## config.mk

```make
export PLATFORM = sky130hd
export DESIGN_NAME = banked_memory_map_decoder_core
export DESIGN_NICKNAME = d
export VERILOG_FILES = /design/src/bmmd_pkg.sv /design/src/banked_memory_map_decoder_core.sv /design/src/bmmd_io_decode.sv /design/src/bmmd_decode.sv
export SDC_FILE = /design/constraint.sdc
export NUM_CORES = 1
export LEC_CHECK = 0
export BUFFER_PORTS_ARGS = -buffer_cell sky130_fd_sc_hd__buf_4
export CAP_MARGIN = 15
export CORE_MARGIN = 1
export CORE_UTILIZATION = 55
export CTS_BUF_LIST = sky130_fd_sc_hd__clkbuf_8
export DETAILED_ROUTE_END_ITERATION = 12
export HOLD_SLACK_MARGIN = 0.03
export PLACE_DENSITY = 0.89
export SLEW_MARGIN = 25
export SYNTH_ARGS = -nofsm -noshare
export SYNTH_HDL_FRONTEND = slang
export SYNTH_HIERARCHICAL = 1
export SYNTH_SLANG_ARGS = --single-unit
```

## constraint.sdc

```tcl
create_clock -name clk -period 2.19 [get_ports clk]
set_input_delay 0.219 -clock clk [delete_from_list [all_inputs] [get_ports clk]]
set_output_delay 0.219 -clock clk [all_outputs]
set_load 0.005 [all_outputs]
```

## src/bmmd_pkg.sv

```systemverilog
package bmmd_pkg;

  localparam logic [2:0] TGT_NONE      = 3'd0;
  localparam logic [2:0] TGT_MEM       = 3'd1;
  localparam logic [2:0] TGT_PIA0      = 3'd2;
  localparam logic [2:0] TGT_PIA1      = 3'd3;
  localparam logic [2:0] TGT_VIA       = 3'd4;
  localparam logic [2:0] TGT_CRTC_ADDR = 3'd5;
  localparam logic [2:0] TGT_CRTC_REG  = 3'd6;
  localparam logic [2:0] TGT_CTRL      = 3'd7;

  localparam logic        OP_READ  = 1'b0;
  localparam logic        OP_WRITE = 1'b1;

  localparam logic [15:0] CTRL_ADDR     = 16'hfff0;
  localparam logic [15:0] LOW_MEM_END   = 16'h8000;
  localparam logic [15:0] SCREEN_END    = 16'h9000;
  localparam logic [15:0] BANK_HI_START = 16'hc000;
  localparam logic [15:0] IO_BASE       = 16'he800;
  localparam logic [15:0] IO_END        = 16'hefff;

  // memory control register bits
  localparam int MC_WP_LO   = 0;
  localparam int MC_WP_HI   = 1;
  localparam int MC_BANK_LO = 2;
  localparam int MC_BANK_HI = 3;
  localparam int MC_SCREEN  = 5;
  localparam int MC_IO      = 6;
  localparam int MC_EXP     = 7;

  typedef struct packed {
    logic        op;
    logic [15:0] addr;
    logic [7:0]  wdata;
  } access_t;

  typedef struct packed {
    logic [2:0]  target;
    logic [16:0] phys;
    logic [3:0]  dev_reg;
    logic        we;
    logic        rd_default;
  } result_t;

  typedef struct packed {
    logic [2:0] target;
    logic [3:0] dev_reg;
  } io_sel_t;

endpackage

```

## src/banked_memory_map_decoder_core.sv

```systemverilog
// Bus access decoder for a 128K machine with banked expansion. Each beat on
// the in_ channel is one processor access; one result beat per access comes
// out on the out_ channel through the input register and then the result
// register, and a new access is taken every cycle while out_stall is low.
// The memory control register is loaded by a write to 0xFFF0 when
// cfg_expansion_present is set, and the very next access already decodes
// with the new value. cfg_ready is always high; write cfg only while idle.
module banked_memory_map_decoder_core (
  input  logic        clk,
  input  logic        rst_n,
  input  logic        in_valid,
  output logic        in_stall,
  input  logic        in_operation,
  input  logic [15:0] in_address,
  input  logic [7:0]  in_write_data,
  output logic        out_valid,
  input  logic        out_stall,
  output logic [2:0]  out_target,
  output logic [16:0] out_physical_address,
  output logic [3:0]  out_device_register,
  output logic        out_write_enable,
  output logic        out_read_default,
  input  logic        cfg_valid,
  output logic        cfg_ready,
  input  logic        cfg_expansion_present
);
  import bmmd_pkg::*;

  logic    acc_v_r;
  access_t acc_r;
  logic    out_v_r;
  result_t res_r;
  logic    exp_present_r;
  logic [7:0] mc_r;

  result_t res_nxt;
  logic    mc_load;
  logic    advance;
  logic    commit;
  logic    acc_load;

  assign advance = !out_v_r || !out_stall;
  assign commit  = acc_v_r && advance;
  // input register takes a beat when it is empty or moving on
  assign acc_load = advance || !acc_v_r;
  assign in_stall = acc_v_r && !advance;
  assign cfg_ready = 1'b1;

  bmmd_decode u_dec (
    .acc         (acc_r),
    .mc          (mc_r),
    .exp_present (exp_present_r),
    .res         (res_nxt),
    .mc_load     (mc_load)
  );

  always_ff @(posedge clk) begin
    if (!rst_n) begin
      acc_v_r       <= 1'b0;
      out_v_r       <= 1'b0;
      exp_present_r <= 1'b0;
      mc_r          <= 8'd0;
    end else begin
      if (acc_load) begin
        acc_v_r <= in_valid;
      end
      if (advance) begin
        out_v_r <= acc_v_r;
      end
      if (cfg_valid && cfg_ready) begin
        exp_present_r <= cfg_expansion_present;
      end
      if (commit && mc_load) begin
        mc_r <= acc_r.wdata;
      end
    end
  end

  always_ff @(posedge clk) begin
    if (acc_load) begin
      acc_r.op    <= in_operation;
      acc_r.addr  <= in_address;
      acc_r.wdata <= in_write_data;
    end
    if (commit) begin
      res_r <= res_nxt;
    end
  end

  assign out_valid            = out_v_r;
  assign out_target           = res_r.target;
  assign out_physical_address = res_r.phys;
  assign out_device_register  = res_r.dev_reg;
  assign out_write_enable     = res_r.we;
  assign out_read_default     = res_r.rd_default;

  a_phys_only_mem: assert property (@(posedge clk) disable iff (!rst_n)
    out_v_r && (res_r.target != TGT_MEM) |-> (res_r.phys == 17'd0))
    else $error("physical address set for a non-memory target");

  a_we_rd_excl: assert property (@(posedge clk) disable iff (!rst_n)
    out_v_r |-> !(res_r.we && res_r.rd_default))
    else $error("write enable and read default together");

  a_mc_only_ctrl: assert property (@(posedge clk) disable iff (!rst_n)
    $past(rst_n) && !$stable(mc_r) |->
      $past(commit && mc_load && exp_present_r && acc_r.op == OP_WRITE))
    else $error("memory control changed without a control register write");

  a_stall_held: assert property (@(posedge clk) disable iff (!rst_n)
    in_stall |-> acc_v_r && out_v_r && out_stall)
    else $error("input stalled with free pipeline");

endmodule

```

## src/bmmd_io_decode.sv

```systemverilog
module bmmd_io_decode (
  input  logic [10:0]      offset,
  input  logic             wr,
  output bmmd_pkg::io_sel_t sel
);
  import bmmd_pkg::*;

  always_comb begin
    sel.target  = TGT_NONE;
    sel.dev_reg = 4'd0;
    if (offset[10:2] == 9'h004) begin
      sel.target  = TGT_PIA0;
      sel.dev_reg = {2'b00, offset[1:0]};
    end else if (offset[10:2] == 9'h008) begin
      sel.target  = TGT_PIA1;
      sel.dev_reg = {2'b00, offset[1:0]};
    end else if (offset[10:4] == 7'h04) begin
      sel.target  = TGT_VIA;
      sel.dev_reg = offset[3:0];
    end else if (offset == 11'h080 && wr) begin
      sel.target  = TGT_CRTC_ADDR;   // address latch is write only
    end else if (offset == 11'h081) begin
      sel.target  = TGT_CRTC_REG;
    end
  end

endmodule

```

## src/bmmd_decode.sv

```systemverilog
module bmmd_decode (
  input  bmmd_pkg::access_t acc,
  input  logic [7:0]        mc,
  input  logic              exp_present,
  output bmmd_pkg::result_t res,
  output logic              mc_load
);
  import bmmd_pkg::*;

  logic        wr;
  logic        exp_on;
  logic        in_io;
  io_sel_t     io_sel;
  logic [2:0]  tgt;
  logic [16:0] phys;
  logic [3:0]  dreg;
  logic        we;

  assign wr     = (acc.op == OP_WRITE);
  assign exp_on = mc[MC_EXP];
  assign in_io  = (acc.addr >= IO_BASE) && (acc.addr <= IO_END);

  bmmd_io_decode u_io (
    .offset (acc.addr[10:0]),
    .wr     (wr),
    .sel    (io_sel)
  );

  always_comb begin
    tgt     = TGT_MEM;
    phys    = 17'd0;
    dreg    = 4'd0;
    we      = 1'b0;
    mc_load = 1'b0;
    if (acc.addr == CTRL_ADDR) begin
      if (!wr) begin
        phys = {1'b0, CTRL_ADDR};
      end else if (exp_present) begin
        tgt     = TGT_CTRL;
        we      = 1'b1;
        mc_load = 1'b1;
      end else begin
        tgt = TGT_NONE;
      end
    end else if (acc.addr < LOW_MEM_END) begin
      phys = {1'b0, acc.addr};
      we   = wr;
    end else if (in_io && (!exp_on || mc[MC_IO])) begin
      tgt  = io_sel.target;
      dreg = io_sel.dev_reg;
      we   = wr && (io_sel.target != TGT_NONE);
    end else if (!exp_on) begin
      phys = {1'b0, acc.addr};
      we   = wr && (acc.addr < SCREEN_END);
    end else if (acc.addr < BANK_HI_START) begin
      if (acc.addr < SCREEN_END && mc[MC_SCREEN]) begin
        phys = {1'b0, acc.addr};   // screen peek-through
        we   = wr;
      end else begin
        phys = {2'b10, mc[MC_BANK_LO], acc.addr[13:0]};
        we   = wr && !mc[MC_WP_LO];
      end
    end else begin
      phys = {2'b11, mc[MC_BANK_HI], acc.addr[13:0]};
      we   = wr && !mc[MC_WP_HI];
    end
  end

  always_comb begin
    res.target     = tgt;
    res.phys       = (tgt == TGT_MEM) ? phys : 17'd0;
    res.dev_reg    = dreg;
    res.we         = we;
    res.rd_default = !wr && (tgt == TGT_NONE);
  end

endmodule
```

==> metrics.yaml, run 1 <==
gp_congestion: 0.868
cts_tree: "built"
drcViolationCount: 0
grt_usage_pct: 19.9
p_leak_nw: 1.32
worstPathRequired_ns: 2.36
setup-violations-final: 0
io_buffer_count: 57
intPower_mw: 1.93
cts_max_level: 3
synth_area_sq_um: 2570
p_seq_share_pct: 55.2
endpoint_kind: "flop"
timing.fmax_mhz: 499
grt_pass1_vias: 1604
avgSynthCellArea_sq_um: 12.9
hold_path_class: "input pin to flop"
globalRouteOverflowTotal: 0
nets: 297
antenna_found_initial: 0
final_common_cell: "buf_4"
final_cell_mix: "66 x buf_4, 50 x edfxtp_1, 20 x inv_1, 20 x nand2_1, 13 x o21ai_0"
status: "finished, final reports clean"
drive_above_1_share_pct: 33.6
pwr-share-comb_pct: 6.8
die_area_sq_um: 4950
wirelength_microns: 4680
power_mw: 2.42
hpwl_microns: 3230
switching_share_pct: 20.4
crit_type: "flop to flop"
startpoint_type: "flop"
cp_max_fo: 5
ctsHoldBuffers: 0
cap_violations: 0
clockPowerShare_pct: 38.1
die_y_microns: 70.3
grt_max_degree: 25
firstDrtPassIters: 4
core_area_sq_um: 4410
cts_buffers: 9
hold_viol: 0
antennaDiodeCount: 0
die_width_microns: 70.3
rows: 24
finalMaxSlewViolations: 0
power_switching_uw: 493
cellPowerDensity_nw_per_um2: 739
rsz0062_at_grt: "false"
drtIter0Drc: 117
vias: 1771
max-vdd-ir-drop_uv: 598
insertion_delay_ns: 0.33
viasPerCell: 5.48
wl_per_cell_microns: 14.5
period_minus_slack_ns: 2.00
netlist_instances: 199
grt_first_pass_wirelength_microns: 7290
pin_count: 60
ant_nets: 0
clockRootBuffer: "clkbuf_8"
path_clk_slew_ns: 0.06
synth.net_count: 230
clock_path_buffers: 2
fin_setup_tns_ns: 0
finalClockSkew_ns: 0.00612
syn2layout_area_growth_pct: 27.6
start_util_pct: 58.2
holdWs_ns: 0.0642
yosysWarningCount: 6
fin_crit_sh_pct: 91.5
cts.sinks: 60
crit_arrival_ns: 2.18
registers in the layout (all words and copies together) (netlist names):
signal	cells
acc_r	24
out_physical_address	17
mc_r	7
out_device_register	4
out_target	3
acc_v_r	1
exp_present_r	1
out_read_default	1
out_valid	1
out_write_enable	1
per-stage QoR:
| step | worst slack (ns) | instances | area (sq um) | utilization [%] |
|---|---|---|---|---|
| after floorplan | 0.304 | 199 | 2570 | - |
| after global placement | 0.256 | 304 | 3050 | 69.0 |
| after detailed placement | 0.149 | 304 | 3050 | 69.0 |
| after CTS | 0.114 | 320 | 3230 | 73.2 |
| after global routing | 0.0197 | 323 | 3280 | 74.2 |
| final | 0.186 | 323 | 3280 | 74.2 |
worst max-delay path, stage by stage, from the launching register on:
cell,delay [ns]
edfxtp_1,0.46
nor3_2,0.31
nand4_1,0.19
o32ai_2,0.27
nor3_1,0.10
o41ai_1,0.25
a41oi_1,0.08
a21oi_1,0.18
layout make-up:
| cell class | instances | area (sq um) |
|---|---|---|
| Tap cell | 52 | 65.1 |
| Multi-Input combinational cell | 113 | 767 |
| Timing Repair Buffer | 66 | 495 |
| Inverter | 16 | 60.1 |
| Sequential cell | 60 | 1700 |
| Clock inverter | 6 | 50.0 |
| Clock buffer | 10 | 138 |
| Fill cell | 282 | 1140 |
what timing repair did:
item | 4_1_cts | 5_1_grt
hold endpoints to repair | 0 | 0
setup buffers | 0 | 3
gates resized for setup | 0 | 4
setup endpoints to repair | 0 | 1
worst paths after layout:
check	from	cells after the start	slack [ns]	to
setup / recovery	acc_r[11]$_DFFE_PP_	7	0.19	out_write_enable$_DFFE_PP_
hold / removal	in_address[12]	1	0.06	acc_r[20]$_DFFE_PP_
setup reg to reg	acc_r[11]$_DFFE_PP_	7	0.19	out_write_enable$_DFFE_PP_
hold reg to reg	mc_r[6]$_SDFFE_PN0P_	2	0.47	mc_r[6]$_SDFFE_PN0P_
layer usage:
layer / vias up / wire (microns) / track usage (%)
met5: - / 0 / 0
met2: 64 / 2350 / 32.7
met1: 833 / 1980 / 23.5
met3: 11 / 247 / 5.77
met4: 0 / 95 / 10.4
li1: 863 / - / -
power by group through the flow:
stage	logic (mW)	clock network, mW	registers [mW]
floorplan	0.0733	0	1.35
global placement	0.152	0	1.36
detailed placement	0.158	0	1.36
CTS	0.159	0.938	1.33
global route	0.179	0.991	1.34
finish	0.165	0.921	1.34
No activity file was read; power rests on OpenSTA's default activity.
==> inputs of run 2 (changes only) <==
- PLACE_DENSITY: 0.89 -> 0.78
==> run 2 against run 1 <==
Net effect: power decreased by 2.3%; clock-buffer cell count is 2 higher; sequential power about the same; worst setup slack better by 0.0070 ns; via count decreased by 2.7%; design area is 0.95% lower; sequential cell count did not move; clock skew is essentially flat; combinational power down 4%; worst hold slack lost 0.0015 ns; register-to-register slack hardly changed; critical path type unchanged; largest power group unchanged; highest routed layer unchanged.
==> metrics.yaml, run 2 (synthesis gave the netlist of run 1 again) <==
status: "finished, final reports clean"
final_cell_mix: "63 x buf_4, 50 x edfxtp_1, 20 x nand2_1"
worst-r2r-setup-slack_ns: 0.19  # about the same
setup-violations-final: 0  # unchanged
clockRootBuffer: "clkbuf_8"
grt_first_pass_wirelength_microns: 7490  # +2.7%
fin_cells: 320  # -0.93%
hp-start: "in_write_data[0]"
slowest_stage: "edfxtp_1"
syn2layout_area_growth_pct: 26.4
largest-register: "acc_r"
grt_max_degree: 27  # +8.0%
insertion_delay_ns: 0.33  # about the same
finalClockSkew_ns: 0.00634  # +0.000217 ns
drive_above_1_share_pct: 32.8  # -0.74 points
startpoint_type: "flop"
largest_reg_flops: 24  # unchanged
die_area_sq_um: 4950  # unchanged
core_area_sq_um: 4410  # unchanged
io_buffer_count: 57  # unchanged
drtIter0Drc: 125  # +6.8%
endpoint_kind: "flop"
globalRouteOverflowTotal: 0  # unchanged
finalMaxSlewViolations: 0  # unchanged
vias: 1723  # -2.7%
cellPowerDensity_nw_per_um2: 729  # -1.4%
nets: 294  # -1.0%
timing.final.ws_setup_ns: 0.193  # +0.00704 ns
hold_path_class: "input pin to flop"
die_y_microns: 70.3  # unchanged
ctsHoldBuffers: 0  # unchanged
rows: 24  # unchanged
dp_cells: 304  # unchanged
final_common_cell: "buf_4"
cts_buffers: 9  # unchanged
hpwl_microns: 3300  # +2.3%
holdPathStages: 1  # unchanged
period_minus_slack_ns: 2.00  # -0.00704 ns
firstDrtPassIters: 5  # +1
min_to: "acc_r[0]$_DFFE_PP_"
ant_nets: 0  # unchanged
fin_util_pct: 73.5  # -0.71 points
grt_usage_pct: 20.6  # +0.70 points
pin_count: 60  # unchanged
antennaDiodeCount: 0  # unchanged
gp_congestion: 0.884  # +1.8%
fill_cells: 315  # +12%
cp_cell_sequence: "nor2_1 -> nand4_1 -> o32ai_2 -> nor3_1 -> o41ai_1 -> a41oi_1 -> a21oi_1"
antenna_found_initial: 0  # unchanged
slowest_delay_ns: 0.48  # +0.02 ns
r2r-end: "out_write_enable$_DFFE_PP_"
cts_tree: "built"
p_leak_nw: 1.30  # -1.5%
viasPerCell: 5.38  # -1.8%
crit_buf_inv: 0  # unchanged
r2r_start: "acc_r[13]$_DFFE_PP_"
path_clk_slew_ns: 0.06  # about the same
cap_violations: 0  # unchanged
reg2reg_depth: 7  # unchanged
wl_per_cell_microns: 14.3  # -0.94%
fin_crit_sh_pct: 91.2  # -0.32 points
crit_family: "compound AO/OA/AOI/OAI gates"
crit_arrival_ns: 2.18  # about the same
wirelength_microns: 4590  # -1.9%
grt_pass1_vias: 1596  # -0.50%
crit_type: "flop to flop"
start_util_pct: 58.2  # unchanged
dp_slack_ns: 0.178  # +0.0295 ns
worstPathRequired_ns: 2.37  # about the same
hold_viol: 0  # unchanged
cp_max_fo: 5  # unchanged
cts_setup_buffers: 0  # unchanged
die_width_microns: 70.3  # unchanged
cts_max_level: 3  # unchanged
clock_path_buffers: 2  # unchanged
timing.fmax_mhz: 501  # +0.35%
drcViolationCount: 0  # unchanged
max-vdd-ir-drop_uv: 518  # -13%
cts.sinks: 60  # unchanged
-- run 2: cell type report --
| class | count | area [sq um] | area share (%) |
|---|---|---|---|
| timing repair buffer | 63 | 473 | 14.6 |
| clock inverter | 4 | 16.3 | 0.501 |
| multi-input combinational | 113 | 764 | 23.6 |
| tap | 52 | 65.1 | 2.00 |
| inverter | 16 | 60.1 | 1.85 |
| clock buffer | 12 | 165 | 5.09 |
| sequential | 60 | 1700 | 52.4 |
-- run 2: what timing repair did --
item                                    4_1_cts  5_1_grt
gates resized for setup                       0        3
endpoints found under the setup margin        0        1
endpoints found under the hold margin         0        0
-- run 2: power breakdown --
group / internal, mW / switching, mW
clock network: 0.489 / 0.384
registers: 1.29 / 0.0401
logic: 0.0928 / 0.0656
-- run 2: worst max path at each step --
| stage | from | end | slack, ns | cells past startpoint |
|---|---|---|---|---|
| after detailed placement | acc_r[17]$_DFFE_PP_ | out_write_enable$_DFFE_PP_ | 0.18 | 7 |
| after floorplan | acc_r[17]$_DFFE_PP_ | out_write_enable$_DFFE_PP_ | 0.30 | 8 |
| after CTS | acc_r[17]$_DFFE_PP_ | out_write_enable$_DFFE_PP_ | 0.16 | 7 |
| final | acc_r[13]$_DFFE_PP_ | out_write_enable$_DFFE_PP_ | 0.19 | 7 |
| after global routing | acc_r[13]$_DFFE_PP_ | out_write_enable$_DFFE_PP_ | -0.005 | 7 |
| after global placement | acc_r[17]$_DFFE_PP_ | out_write_enable$_DFFE_PP_ | 0.27 | 7 |
-- run 2: per-stage QoR --
stage	hold WS [ns]	TNS [ns]	cell area, sq um	total power, mW
after global placement	0.397	0	3050	1.51
final	0.0626	0	3250	2.37
after floorplan	0.318	0	2570	1.42
after detailed placement	0.398	0	3050	1.52
after CTS	0.0451	0	3230	2.38
after global routing	0.0405	-0.00450	3250	2.46
-- run 2: routing by layer --
layer	GRT usage [%]	part of all wire [%]
met1	26.1	43
met5	0	0
met3	7.07	5.9
met2	31.0	49
met4	10.9	2.1
-- run 2: worst register-to-register path: cells and delay by family (launching register included) --
family	cells	cell delay, ns
and+or+nand+nor	3	0.56
AOI/OAI and AO/OA	4	0.82
DFF	1	0.48
==> inputs of run 3 (changes only) <==
--- a/config.mk
+++ b/config.mk
@@ -10,3 +10,3 @@
 export CORE_MARGIN = 1
-export CORE_UTILIZATION = 55
+export CORE_UTILIZATION = 45
 export CTS_BUF_LIST = sky130_fd_sc_hd__clkbuf_8
@@ -14,3 +14,4 @@
 export HOLD_SLACK_MARGIN = 0.03
-export PLACE_DENSITY = 0.78
+export PLACE_DENSITY = 0.65
+export SKIP_LAST_GASP = 1
 export SLEW_MARGIN = 25
==> constraint.sdc (replaced) <==
create_clock -name clk -period 2.19 [get_ports clk]
set_input_delay 0.1095 -clock clk [delete_from_list [all_inputs] [get_ports clk]]
set_output_delay 0.1095 -clock clk [all_outputs]
set_load 0.005 [all_outputs]
==> run 3 against run 2 <==
Net effect: sequential share of layout area fell by 3.6 points; sequential cell count is the same; clock-buffer cell count down 2; critical path type unchanged; clock power is 11% lower; largest power group unchanged; sequential power about the same; register-to-register slack lost 0.06 ns; utilization is 10 points lower; critical endpoint unchanged; die area grew 22%; global-route usage fell by 3.5 points; power fell by 2.5%.
==> metrics.yaml, run 3 (synthesis gave the netlist of run 1 again) <==
clockRootBuffer: "clkbuf_8"
rsz0062_at_grt: "false"
firstDrtPassIters: 4  # -1
crit_arrival_ns: 2.22  # +0.04 ns
period_minus_slack_ns: 2.05  # +0.0555 ns
fin_cells: 364  # +14%
path_clk_slew_ns: 0.06  # about the same
largest_reg_flops: 24  # unchanged
stdcell_area_sq_um: 3480  # +7.3%
timing.final.ws_setup_ns: 0.138  # -0.0555 ns
fin_crit_sh_pct: 93.7  # +2.5 points
fill_cells: 451  # +43%
io_buffer_count: 57  # unchanged
dr_wl_met3_microns: 227  # -16%
timing.fmax_mhz: 487  # -2.7%
cap_violations: 0  # unchanged
met2WireLength_microns: 2210  # -1.6%
wirelength_microns: 4690  # +2.2%
drcViolationCount: 0  # unchanged
worstPathRequired_ns: 2.36  # about the same
top_layer: "met4"
viasPerCell: 4.87  # -9.6%
syn2layout_area_growth_pct: 35.6
final_cell_mix: "63 x buf_4, 50 x edfxtp_1, 25 x dlygate4sd3_1"
status: "finished, final reports clean"
drive_above_1_share_pct: 28.4  # -4.4 points
setup-violations-final: 0  # unchanged
cts_tree: "built"
hold_path_class: "input pin to flop"
clock_path_buffers: 2  # unchanged
power_switching_uw: 477  # -2.6%
wl_per_cell_microns: 12.9  # -10%
finalClockSkew_ns: 0.00820  # +0.00186 ns
die_y_microns: 77.6  # +10%
cts.sinks: 60  # unchanged
endpoint_kind: "flop"
nets: 319  # +8.5%
holdWs_ns: 0.0471  # -0.0156 ns
hold_viol: 0  # unchanged
die_width_microns: 77.6  # +10%
pin_count: 60  # unchanged
crit_type: "flop to flop"
grt_pass1_vias: 1627  # +1.9%
grt_max_degree: 25  # -7.4%
switching_share_pct: 20.7  # about the same
globalRouteOverflowTotal: 0  # unchanged
antennaDiodeCount: 0  # unchanged
cts_buffers: 9  # unchanged
power_mw: 2.31  # -2.5%
startpoint_type: "flop"
fin_util_pct: 63.2  # -10 points
pwr-share-comb_pct: 8.4  # +1.7 points
drtIter0Drc: 112  # -10%
cts_max_level: 3  # unchanged
grt_usage_pct: 17.1  # -3.5 points
cp_max_fo: 5  # unchanged
cellPowerDensity_nw_per_um2: 663  # -9.1%
dpl_cell_area_sq_um: 3070  # +0.82%
largest-register: "acc_r"
core_area_sq_um: 5510  # +25%
grt_first_pass_wirelength_microns: 7670  # +2.4%
finalMaxSlewViolations: 0  # unchanged
worst-r2r-setup-slack_ns: 0.14  # -0.06 ns
dp_slack_ns: 0.151  # -0.0273 ns
hpwl_microns: 3160  # -4.3%
die_area_sq_um: 6010  # +22%
start_util_pct: 46.6  # -12 points
intPower_mw: 1.83  # -2.5%
clockPowerShare_pct: 33.7  # -3.2 points
fin_setup_tns_ns: 0  # unchanged
final_common_cell: "buf_4"
p_leak_nw: 1.39  # +7.2%
vias: 1771  # +2.8%
insertion_delay_ns: 0.32  # about the same
p_seq_share_pct: 57.9  # +1.5 points
met1Wirelength_microns: 2170  # +9.5%
max-vdd-ir-drop_uv: 522  # +0.73%
gp_congestion: 0.821  # -7.1%
rows: 27  # +13%
dp_cells: 324  # +6.6%
ant_nets: 0  # unchanged
antenna_found_initial: 0  # unchanged
-- run 3: layout make-up --
type	instances	area, sq um	area share (%)
Tap cell	72	90.1	2.59
Timing Repair Buffer	88	723	20.8
Clock buffer	10	138	3.95
Sequential cell	60	1700	48.9
Multi-Input combinational cell	113	751	21.6
Inverter	16	60.1	1.72
Clock inverter	5	18.8	0.539
-- run 3: final timing paths --
path | from | endpoint | cells after the start
worst max register to register | acc_r[13]$_DFFE_PP_ | out_write_enable$_DFFE_PP_ | 7
worst min-delay path | cfg_expansion_present | exp_present_r$_SDFFE_PN0P_ | 3
worst min register to register | mc_r[3]$_SDFFE_PN0P_ | mc_r[3]$_SDFFE_PN0P_ | 2
worst max-delay path | acc_r[13]$_DFFE_PP_ | out_write_enable$_DFFE_PP_ | 7
-- run 3: worst max-delay path, cell delays in order (launching register included) --
cell,delay [ns]
edfxtp_1,0.49
nor2_1,0.27
nand4_1,0.16
o32ai_1,0.33
nor3_1,0.10
o41ai_1,0.27
a41oi_1,0.09
a21oi_1,0.18
-- run 3: power by group through the flow --
stage,logic [mW],registers (mW),clock network (mW)
6_report,0.193,1.34,0.779
5_1_grt,0.212,1.34,0.843
4_1_cts,0.192,1.33,0.803
3_5_place_dp,0.157,1.36,0
3_3_place_gp,0.155,1.36,0
2_1_floorplan,0.0733,1.35,0
-- run 3: layer usage --
layer / GRT usage (%) / vias up
li1: - / 903
met1: 21.7 / 800
met2: 26.3 / 59
met3: 4.35 / 9
met4: 10.0 / 0
met5: 0 / -
-- run 3: repair_timing --
action,4_1_cts,5_1_grt
buffers inserted,0,0
endpoints found under the hold margin,25,0
hold buffers,25,0
endpoints found under the setup margin,0,1
gates resized for setup,0,1
